`src/design/orc_pkg.sv`:
```
// Types and constants shared by the oriented rectangle containment pipeline.
package orc_pkg;

  localparam int unsigned CORNERS      = 4;
  localparam int unsigned DOT_W        = 66;
  localparam int unsigned ORIGIN_SHIFT = 14;
  localparam int unsigned LIM_SHIFT    = 28;
  localparam int unsigned IN_TDATA_W   = 320;
  localparam int unsigned OUT_TDATA_W  = 8;

  typedef struct packed {
    logic signed [31:0] cont_origin_x;
    logic signed [31:0] cont_origin_y;
    logic signed [15:0] cont_normal_x;
    logic signed [15:0] cont_normal_y;
    logic        [30:0] cont_width;
    logic        [30:0] cont_thickness;
    logic signed [31:0] obj_origin_x;
    logic signed [31:0] obj_origin_y;
    logic signed [15:0] obj_normal_x;
    logic signed [15:0] obj_normal_y;
    logic        [30:0] obj_width;
    logic        [30:0] obj_thickness;
  } orc_item_t;

  // Origin delta and axis cross-dot terms.
  typedef struct packed {
    logic signed [32:0] ddx;
    logic signed [32:0] ddy;
    logic signed [15:0] cnx;
    logic signed [15:0] cny;
    logic        [30:0] ow;
    logic        [30:0] ot;
    logic signed [32:0] pp;
    logic signed [32:0] pn;
    logic signed [32:0] np;
    logic signed [32:0] nn;
    logic        [30:0] cw;
    logic        [30:0] ct;
  } orc_s1_t;

  // Projected origin partial products and projected edges.
  typedef struct packed {
    logic signed [48:0] bpx;
    logic signed [48:0] bpy;
    logic signed [48:0] bnx;
    logic signed [48:0] bny;
    logic signed [63:0] ewp;
    logic signed [63:0] etp;
    logic signed [63:0] ewn;
    logic signed [63:0] etn;
    logic        [30:0] cw;
    logic        [30:0] ct;
  } orc_s2_t;

  // Corner projections onto the container axes, scale 2^-44.
  typedef struct packed {
    logic [CORNERS-1:0][DOT_W-1:0] proj_p;
    logic [CORNERS-1:0][DOT_W-1:0] proj_n;
    logic [30:0]                   cw;
    logic [30:0]                   ct;
  } orc_s3_t;

endpackage

```
`src/design/orc_check_stage.sv`:
```
// Stage 4: bounds check of every corner projection, registered verdict.
module orc_check_stage import orc_pkg::*; (
  input  logic    clk_i,
  input  logic    en_i,
  input  orc_s3_t s3_i,
  output logic    enclosed_o
);

  logic                    enclosed_d, enclosed_q;
  logic signed [DOT_W-1:0] lim_p, lim_n;
  logic [CORNERS-1:0]      ok_p, ok_n;

  always_comb begin
    lim_p = $signed(DOT_W'(s3_i.cw) << LIM_SHIFT);
    lim_n = $signed(DOT_W'(s3_i.ct) << LIM_SHIFT);
    for (int k = 0; k < CORNERS; k++) begin
      ok_p[k] = !s3_i.proj_p[k][DOT_W-1] && ($signed(s3_i.proj_p[k]) <= lim_p);
      ok_n[k] = !s3_i.proj_n[k][DOT_W-1] && ($signed(s3_i.proj_n[k]) <= lim_n);
    end
    enclosed_d = (&ok_p) & (&ok_n);
  end

  always_ff @(posedge clk_i) begin
    if (en_i) begin
      enclosed_q <= enclosed_d;
    end
  end

  assign enclosed_o = enclosed_q;

endmodule

```
`config.mk`:
```
export PLATFORM = sky130hd
export DESIGN_NAME = orc_check_stage
export DESIGN_NICKNAME = d
export VERILOG_FILES = /design/src/design/orc_pkg.sv /design/src/design/orc_check_stage.sv
export SDC_FILE = /design/constraint.sdc
export NUM_CORES = 1
export LEC_CHECK = 0
export ABC_CLOCK_PERIOD_IN_PS = 5100
export BUFFER_PORTS_ARGS = -buffer_cell sky130_fd_sc_hd__buf_4
export CAP_MARGIN = 20
export CORE_AREA = 2 2 232 234
export DETAILED_ROUTE_END_ITERATION = 7
export DIE_AREA = 0 0 234 236
export PLACE_DENSITY = 0.32
export SLEW_MARGIN = 20
export SYNTH_ARGS = -nofsm -noshare
export SYNTH_HDL_FRONTEND = slang
export SYNTH_SLANG_ARGS = --single-unit
```
`constraint.sdc`:
```
create_clock -name clk_i -period 5.1 [get_ports clk_i]
set_clock_uncertainty 0.2 [all_clocks]
set_input_delay 0.255 -clock clk_i [delete_from_list [all_inputs] [get_ports clk_i]]
set_output_delay 0.255 -clock clk_i [all_outputs]
set_load 0.01 [all_outputs]
```
==> impl_metrics.yaml <==
final_layout:
  final_cell_mix: "buf_4 (592), ha_1 (248), a21oi_1 (80), inv_1 (77), nand2_1 (68)"
  final_util: 0.220
  multi_input_area_sq_um: 6030
  area_growth_syn_to_layout_pct: 84.0
  ff_latch_area_sq_um: 30.0
  largest_reg_flops: 1
  layout-drive-gt1-share: 0.421
  nets: 2261
  final_common_cell: "buf_4"
  n_fill_cell: 6022
global_routing:
  grt.total_usage: 0.154
  antenna_found_initial: 13
  grt_pass1_wl_um: 61500
  grtUsageMet1: 0.145
  first_global_vias: 9533
  grt_util_met3: 0.0400
  met2_usage: 0.331
  gr-total-overflow: 0
  grt_max_degree: 5
  top_usage_layer: "met2"
die:
  dieArea_sq_um: 55200
  coreArea_sq_um: 53100
  die_x_um: 234
  row_count: 85
  dieHeight_um: 236
  start_util: 0.120
  pin_count: 593
setup_path:
  crit_type: "input pin to flip-flop"
  slowest_delay_ns: 0.76
  crit_arrival_ns: 3.25
  cp_cell_sequence: "buf_4 -> inv_1 -> ha_1 -> and4_1 -> nand2_1 -> or4_1 -> nor4_1 -> and4_1 -> o22ai_1 -> nor4_2"
  slowest_stage: "nor4_1"
  cp_max_fo: 4
  required_ns: 4.72
  endpoint_kind: "flip-flop"
  worst_setup_path_start_kind: "input pin"
  crit_buf_inv: 2
  crit_family: "simple AND/OR/NAND/NOR gates"
  crit_top_cell: "and4_1"
power_and_ir_drop:
  vdd_drop_max_mv: 0.0198
  p_leak_nw: 6.01
  power_density_nw_per_um2: 72.1
synthesis:
  synth_top_family_by_area: "adder cells"
  avgSynthCellArea_sq_um: 7.67
  synth_fa_ha_area_frac: 0.489
  syn_area_sq_um: 6340
  muxShareOfSynthArea: 0.00158
  ys_warn_count: 0
  ys_ff_latch: 1
  syn_inst: 827
  synth.top_cell.area_share: 0.489
  synth_area_leaders: "ha_1 (49%), a21oi_1 (6.3%), nor4_1 (5.6%), inv_1 (4.6%), nand4_1 (4.1%)"
  synth_compound_area_frac: 0.184
  ys_seq_area_frac: 0.00473
  yosys.area_share.simple: 0.275
  yosys.area.top_type: "ha_1"
  syn_nets: 1667
  synth_xor_area_frac: 0
  synthDistinctLibCells: 45
drt:
  final_antenna_net_count: 0
  avgRoutedWirePerCell_um: 21.2
  via_per_inst: 4.14
  drcViolationCount: 0
  vias: 8788
  first_pass_iters: 4
  drt-total-wl_um: 45100
  drtIter0Drc: 225
place:
  portBuffers: 592
  hpwl_um: 43000
  gp_congestion: 0.831
  place_ws_ns: 1.37
flow_run:
  drv_cap: 0
sta:
  setup_viol: 0
  finalHoldViolCount: 0
  fin_crit_ns: 3.62
  finalCritPeriodShare: 0.711
  tightest_slew_ns: 0.898
  fin_ws_ns: 1.48
  tns_ns: 0
  max_freq_mhz: 276
  relSlewSlack: 0.396
  rsz0062_at_grt: "false"
  drv_slew: 0
  whs_ns: 0.272
cts:
  post_cts_resized: 0
  hold_buffers: 0
  post_cts_buffers: 0
  clk_pin_slew_worst_paths_ns: 0
hold_path:
  hold_path.class: "input pin to flip-flop"
run_status:
  status: "finished clean"
==> final timing paths <==
path	startpoint	endpoint	slack [ns]	cells past startpoint
worst max-delay path	s3_i[61]	enclosed_o	1.48	10
worst min-delay path	en_i	enclosed_o	0.27	1
==> cells by family after synthesis <==
group,after synthesis
adder cells (fa/ha/maj),248
AND/OR/NAND/NOR,311
multiplexers,1
flip-flops,1
buffers and inverters,77
AO/OA/AOI/OAI,189
==> cells in the mapped netlist <==
master     number
nor4b_1         9
o2111ai_1       1
inv_1          77
and3_1          7
o21bai_1        2
ha_1          248
o211ai_1        2
nor2b_1         3
o31ai_1         1
a211o_1         2
a2111oi_0       3
or4_1          16
nand2b_1        8
nor3_1         23
nand4bb_1       1
o22ai_1         4
a2bb2oi_1       2
o21a_1          1
nand4_1        42
and2_1          1
a21o_1         23
o221ai_1        2
and4b_1         1
o21ai_0        34
o31a_1          1
a211oi_1       11
nor4_1         57
nand2_1        68
edfxtp_1        1
mux2i_1         1
a21boi_0        2
a21oi_1        80
a221o_1         1
a2111o_1        1
or3b_2          2
and4_1         10
nor2_1         24
or4b_1          1
or2_2           2
a221oi_1       12
nand3_1        28
a311o_1         1
a311oi_1        3
nor4_2          1
or3_1           7
==> area by class of cell <==
class / count / share of cell area
Multi-Input combinational cell: 749 / 0.516
Inverter: 77 / 0.0248
Antenna cell: 7 / 0.00150
Sequential cell: 1 / 0.00257
Timing Repair Buffer: 592 / 0.381
Tap cell: 696 / 0.0746
==> report_power, final <==
group / internal (mW) / switching (mW)
sequential: 0.00962 / 0.000311
combinational: 0.472 / 0.360
clock: 0.000000685 / 0
total: 0.481 / 0.361
==> routing by layer <==
layer | share of wire | up-vias
met2 | 0.57 | 383
met4 | 0.011 | 4
met5 | 0.00049 | -
met3 | 0.087 | 26
li1 | - | 4481
met1 | 0.33 | 3894
==> per-stage QoR <==
stage	std cells	total power, mW	cell area [sq um]
after floorplan	827	0.338	6340
after global placement	2115	0.855	11700
after detailed placement	2115	0.861	11700
after CTS	2115	0.865	11700
after global routing	2118	0.953	11700
final	2122	0.842	11700
Note: power is estimated with default switching activity, not from simulation.
