`config.mk`:
```
export PLATFORM = sky130hd
export DESIGN_NAME = orc_dir_stage
export DESIGN_NICKNAME = d
export VERILOG_FILES = /design/src/design/orc_pkg.sv /design/src/design/orc_dir_stage.sv
export SDC_FILE = /design/constraint.sdc
export NUM_CORES = 2
export LEC_CHECK = 0
export BUFFER_PORTS_ARGS = -buffer_cell sky130_fd_sc_hd__buf_2
export CORE_MARGIN = 4
export CORE_UTILIZATION = 40
export CTS_BUF_LIST = sky130_fd_sc_hd__clkbuf_4 sky130_fd_sc_hd__clkbuf_8 sky130_fd_sc_hd__clkbuf_16
export DETAILED_ROUTE_END_ITERATION = 16
export GPL_ROUTABILITY_DRIVEN = 0
export PLACE_DENSITY = 0.66
export SLEW_MARGIN = 20
export SYNTH_ARGS = -nofsm -noshare
export SYNTH_HDL_FRONTEND = slang
export SYNTH_SLANG_ARGS = --single-unit
```
`constraint.sdc`:
```
create_clock -name clk_i -period 9.99 [get_ports clk_i]
set_input_delay 1.998 -clock clk_i [delete_from_list [all_inputs] [get_ports clk_i]]
set_output_delay 1.998 -clock clk_i [all_outputs]
set_load 0.02 [all_outputs]
```
`src/design/orc_pkg.sv`:
```
// Types and constants shared by the oriented rectangle containment pipeline.
package orc_pkg;

  localparam int unsigned CORNERS      = 4;
  localparam int unsigned DOT_W        = 66;
  localparam int unsigned ORIGIN_SHIFT = 14;
  localparam int unsigned LIM_SHIFT    = 28;
  localparam int unsigned IN_TDATA_W   = 320;
  localparam int unsigned OUT_TDATA_W  = 8;

  typedef struct packed {
    logic signed [31:0] cont_origin_x;
    logic signed [31:0] cont_origin_y;
    logic signed [15:0] cont_normal_x;
    logic signed [15:0] cont_normal_y;
    logic        [30:0] cont_width;
    logic        [30:0] cont_thickness;
    logic signed [31:0] obj_origin_x;
    logic signed [31:0] obj_origin_y;
    logic signed [15:0] obj_normal_x;
    logic signed [15:0] obj_normal_y;
    logic        [30:0] obj_width;
    logic        [30:0] obj_thickness;
  } orc_item_t;

  // Origin delta and axis cross-dot terms.
  typedef struct packed {
    logic signed [32:0] ddx;
    logic signed [32:0] ddy;
    logic signed [15:0] cnx;
    logic signed [15:0] cny;
    logic        [30:0] ow;
    logic        [30:0] ot;
    logic signed [32:0] pp;
    logic signed [32:0] pn;
    logic signed [32:0] np;
    logic signed [32:0] nn;
    logic        [30:0] cw;
    logic        [30:0] ct;
  } orc_s1_t;

  // Projected origin partial products and projected edges.
  typedef struct packed {
    logic signed [48:0] bpx;
    logic signed [48:0] bpy;
    logic signed [48:0] bnx;
    logic signed [48:0] bny;
    logic signed [63:0] ewp;
    logic signed [63:0] etp;
    logic signed [63:0] ewn;
    logic signed [63:0] etn;
    logic        [30:0] cw;
    logic        [30:0] ct;
  } orc_s2_t;

  // Corner projections onto the container axes, scale 2^-44.
  typedef struct packed {
    logic [CORNERS-1:0][DOT_W-1:0] proj_p;
    logic [CORNERS-1:0][DOT_W-1:0] proj_n;
    logic [30:0]                   cw;
    logic [30:0]                   ct;
  } orc_s3_t;

endpackage

```
`src/design/orc_dir_stage.sv`:
```
// Stage 1: origin delta and dot products between the two rectangles' axes.
module orc_dir_stage import orc_pkg::*; (
  input  logic      clk_i,
  input  logic      en_i,
  input  orc_item_t item_i,
  output orc_s1_t   s1_o
);

  orc_s1_t            s1_d, s1_q;
  logic signed [31:0] m_yy, m_xx, m_yx, m_xy;

  always_comb begin
    m_yy = 32'(item_i.cont_normal_y) * 32'(item_i.obj_normal_y);
    m_xx = 32'(item_i.cont_normal_x) * 32'(item_i.obj_normal_x);
    m_yx = 32'(item_i.cont_normal_y) * 32'(item_i.obj_normal_x);
    m_xy = 32'(item_i.cont_normal_x) * 32'(item_i.obj_normal_y);
    s1_d.ddx = 33'(item_i.obj_origin_x) - 33'(item_i.cont_origin_x);
    s1_d.ddy = 33'(item_i.obj_origin_y) - 33'(item_i.cont_origin_y);
    s1_d.cnx = item_i.cont_normal_x;
    s1_d.cny = item_i.cont_normal_y;
    s1_d.ow  = item_i.obj_width;
    s1_d.ot  = item_i.obj_thickness;
    s1_d.pp  = 33'(m_yy) + 33'(m_xx);
    s1_d.pn  = 33'(m_yx) - 33'(m_xy);
    s1_d.np  = 33'(m_xy) - 33'(m_yx);
    s1_d.nn  = 33'(m_xx) + 33'(m_yy);
    s1_d.cw  = item_i.cont_width;
    s1_d.ct  = item_i.cont_thickness;
  end

  always_ff @(posedge clk_i) begin
    if (en_i) begin
      s1_q <= s1_d;
    end
  end

  assign s1_o = s1_q;

endmodule

```
==> flow_summary.toml <==
[run_status]
run_status = "completed"

[worst_setup_path]
worstSetupEndpointType = "flop"
setup.worst_path.class = "in2reg"
crit_path_top_delay_cell = "a2111oi_1"
worstSetupStartpointType = "input pin"
max_stage_delay_ns = 0.65
arrival_ns = 9.93
crit_top_cell = "fa_1"
critical_path_required_ns = 10.45
critPathMaxFanout = 17

[cells_and_area]
flip_flop_count_of_the_largest_register_all_copies_and_words_added = 320
layout_commonest_cell = "inv_1"
drive_gt1_frac = 0.1459
area_of_the_multi_input_gates_um2 = 40950
utilization = 0.4550
finish.instance_area_um2 = 64420
final.fill_count = 13515
layout_common_cells = "1400 x inv_1, 1112 x fa_1, 670 x buf_2"
layout.area.seq_um2 = 9609
synth_to_layout_area_growth_pct = 13.09
finish.net_count = 8301

[route]
drt-met1-wl_mm = 63.37
drtIter0Drc = 2772
routed-via-count = 42576
final_antenna_net_count = 0
detail_route.vias_per_cell = 5.075
drt_pre_antenna_iters = 6
routed_wl_mm = 174.7
met3WireLength_mm = 14.09
routed.top_layer = "met5"
detail_route.wl_per_cell_um = 20.82
drc = 0
dr_wl_met2_mm = 87.30

[sta]
final_max_slew_viol_count = 0
final-hold-violation-count = 0
achievable-frequency_mhz = 105.6
timing.final.crit_share = 0.9476
setup_viol = 0
fin_ws_ns = 0.5237
finalWorstPathRequiredPeriod_ns = 9.466
timing_worst_slew_pin_value_ns = 0.9527
max_slew_margin = 0.3568
fin_setup_tns_ns = 0
rsz_0062_raised_after_global_routing = "no"

[floorplan]
floorplan.die.width_um = 385.4
core_box_area_um2 = 141600
design.die.area_um2 = 148500
initial_core_utilization = 0.4024
die-height_um = 385.4
boundaryPins = 672
core.rowCount = 138

[global_route]
grt-ovfl-total = 0
grt_first_pass_wirelength_mm = 269.9
gr-usage-all-layers = 0.2391
antenna_found_initial = 66
first_global_vias = 45970
grt_start_max_net_pins = 107

[clock_tree]
cts_max_level = 2
path_clk_slew_ns = 0.07
holdBufCountCts = 0
tritoncts_clock_tree = "built"
cts_max_path_buffers = 3
cts_repair_resize_count = 0
clk_root_buffer_cell = "clkbuf_16"
cts.sink_count = 320
cts_setup_buffers = 0
cts_buffers = 42

[synthesis]
avgSynthCellArea_um2 = 9.781
postSynthCellCount = 5824
synth_seq_area_share = 0.1687
synthDistinctLibCells = 83
syn-num-nets = 7695
synthesis.yosys.warnings = 0
synthesis.area_um2 = 56970
number_of_enable_type_register_cells_in_the_synthesized_netlist = 320
netlist_top_cells_area = "fa_1 39%, edfxtp_1 17%, ha_1 9.7%"
synth_area_leader_cell = "fa_1"
ys_async_sr_fraction = 0
most_frequently_used_flop_master_after_synthesis = "edfxtp_1"
yosys_register_bits = 320
yosys.area.top_type_share = 0.3908

[placed_design]
dp_worst_setup_slack_ns = -0.1906
place.detailed.hpwl_mm = 147.6
cell_area_after_placement_um2 = 62850
port_buffers = 671

[flow_run]
drv.max_cap_violation_count = 0

[worst_hold_path]
min-delay-path-class = "in2reg"
## path summary, 6_finish.rpt
path | start | to | slack (ns) | cells after the start
setup / recovery | item_i[231] | s1_o[151] | 0.52 | 28
hold / removal | item_i[3] | s1_o[197] | 1.56 | 1
## area by class of cell
type                       count  area share
antenna                       36    0.001398
clock buffer                  46     0.01678
clock inverter                32    0.006157
inverter                    1401     0.08163
multi-input combinational   3832      0.6356
sequential                   320      0.1492
tap                         1890     0.03671
timing repair buffer         833     0.07252
## synth_stat cells, drive strengths merged (8+ instances only)
master / n
a211o: 10
a211oi: 20
a21boi: 11
o31ai: 15
and2: 434
o211ai: 8
or3: 17
o21ai: 101
a31oi: 22
edfxtp: 320
clkbuf: 229
a21oi: 189
nor2b: 25
ha: 441
fa: 1112
inv: 1400
nor3: 52
nand3: 50
a2111oi: 11
o21a: 29
nor2: 123
and3: 24
and4: 10
buf: 42
xnor2: 156
o2111ai: 8
o21bai: 27
xor2: 63
nand2: 625
nand2b: 52
nand4: 14
o311ai: 9
a21o: 93
## critical path: cells and delay by family
family | cells | cell delay [ns]
AOI/OAI and AO/OA | 10 | 2.49
buffers and inverters | 5 | 0.79
xor gates and xnor gates | 1 | 0.15
adders and majority gates | 8 | 3.80
and+or+nand+nor | 4 | 0.67
## through the flow
step	hold slack (ns)	std cells
floorplan	2.097	5824
global placement	2.175	8276
detailed placement	2.176	8276
CTS	1.510	8354
global route	1.532	8363
finish	1.562	8390
## layer usage
metal  vias to the layer above  GRT usage
met5                         -          0
met3                       355    0.05035
met1                     21615     0.2814
li1                      18964          -
met4                        50     0.1151
met2                      1592     0.4158
## kinds of logic after synthesis
| logic type | share of synthesized area |
|---|---|
| xor gates and xnor gates | 0.03367 |
| AOI/OAI and AO/OA | 0.06978 |
| and+or+nand+nor | 0.1268 |
| muxes | 0.0008786 |
| buffers and inverters | 0.1125 |
| DFF | 0.1687 |
| adders and majority gates | 0.4876 |
Power is left out: the tool's default activity adds up to more than one toggle a clock period on the data nets, which glitch-free logic cannot reach.
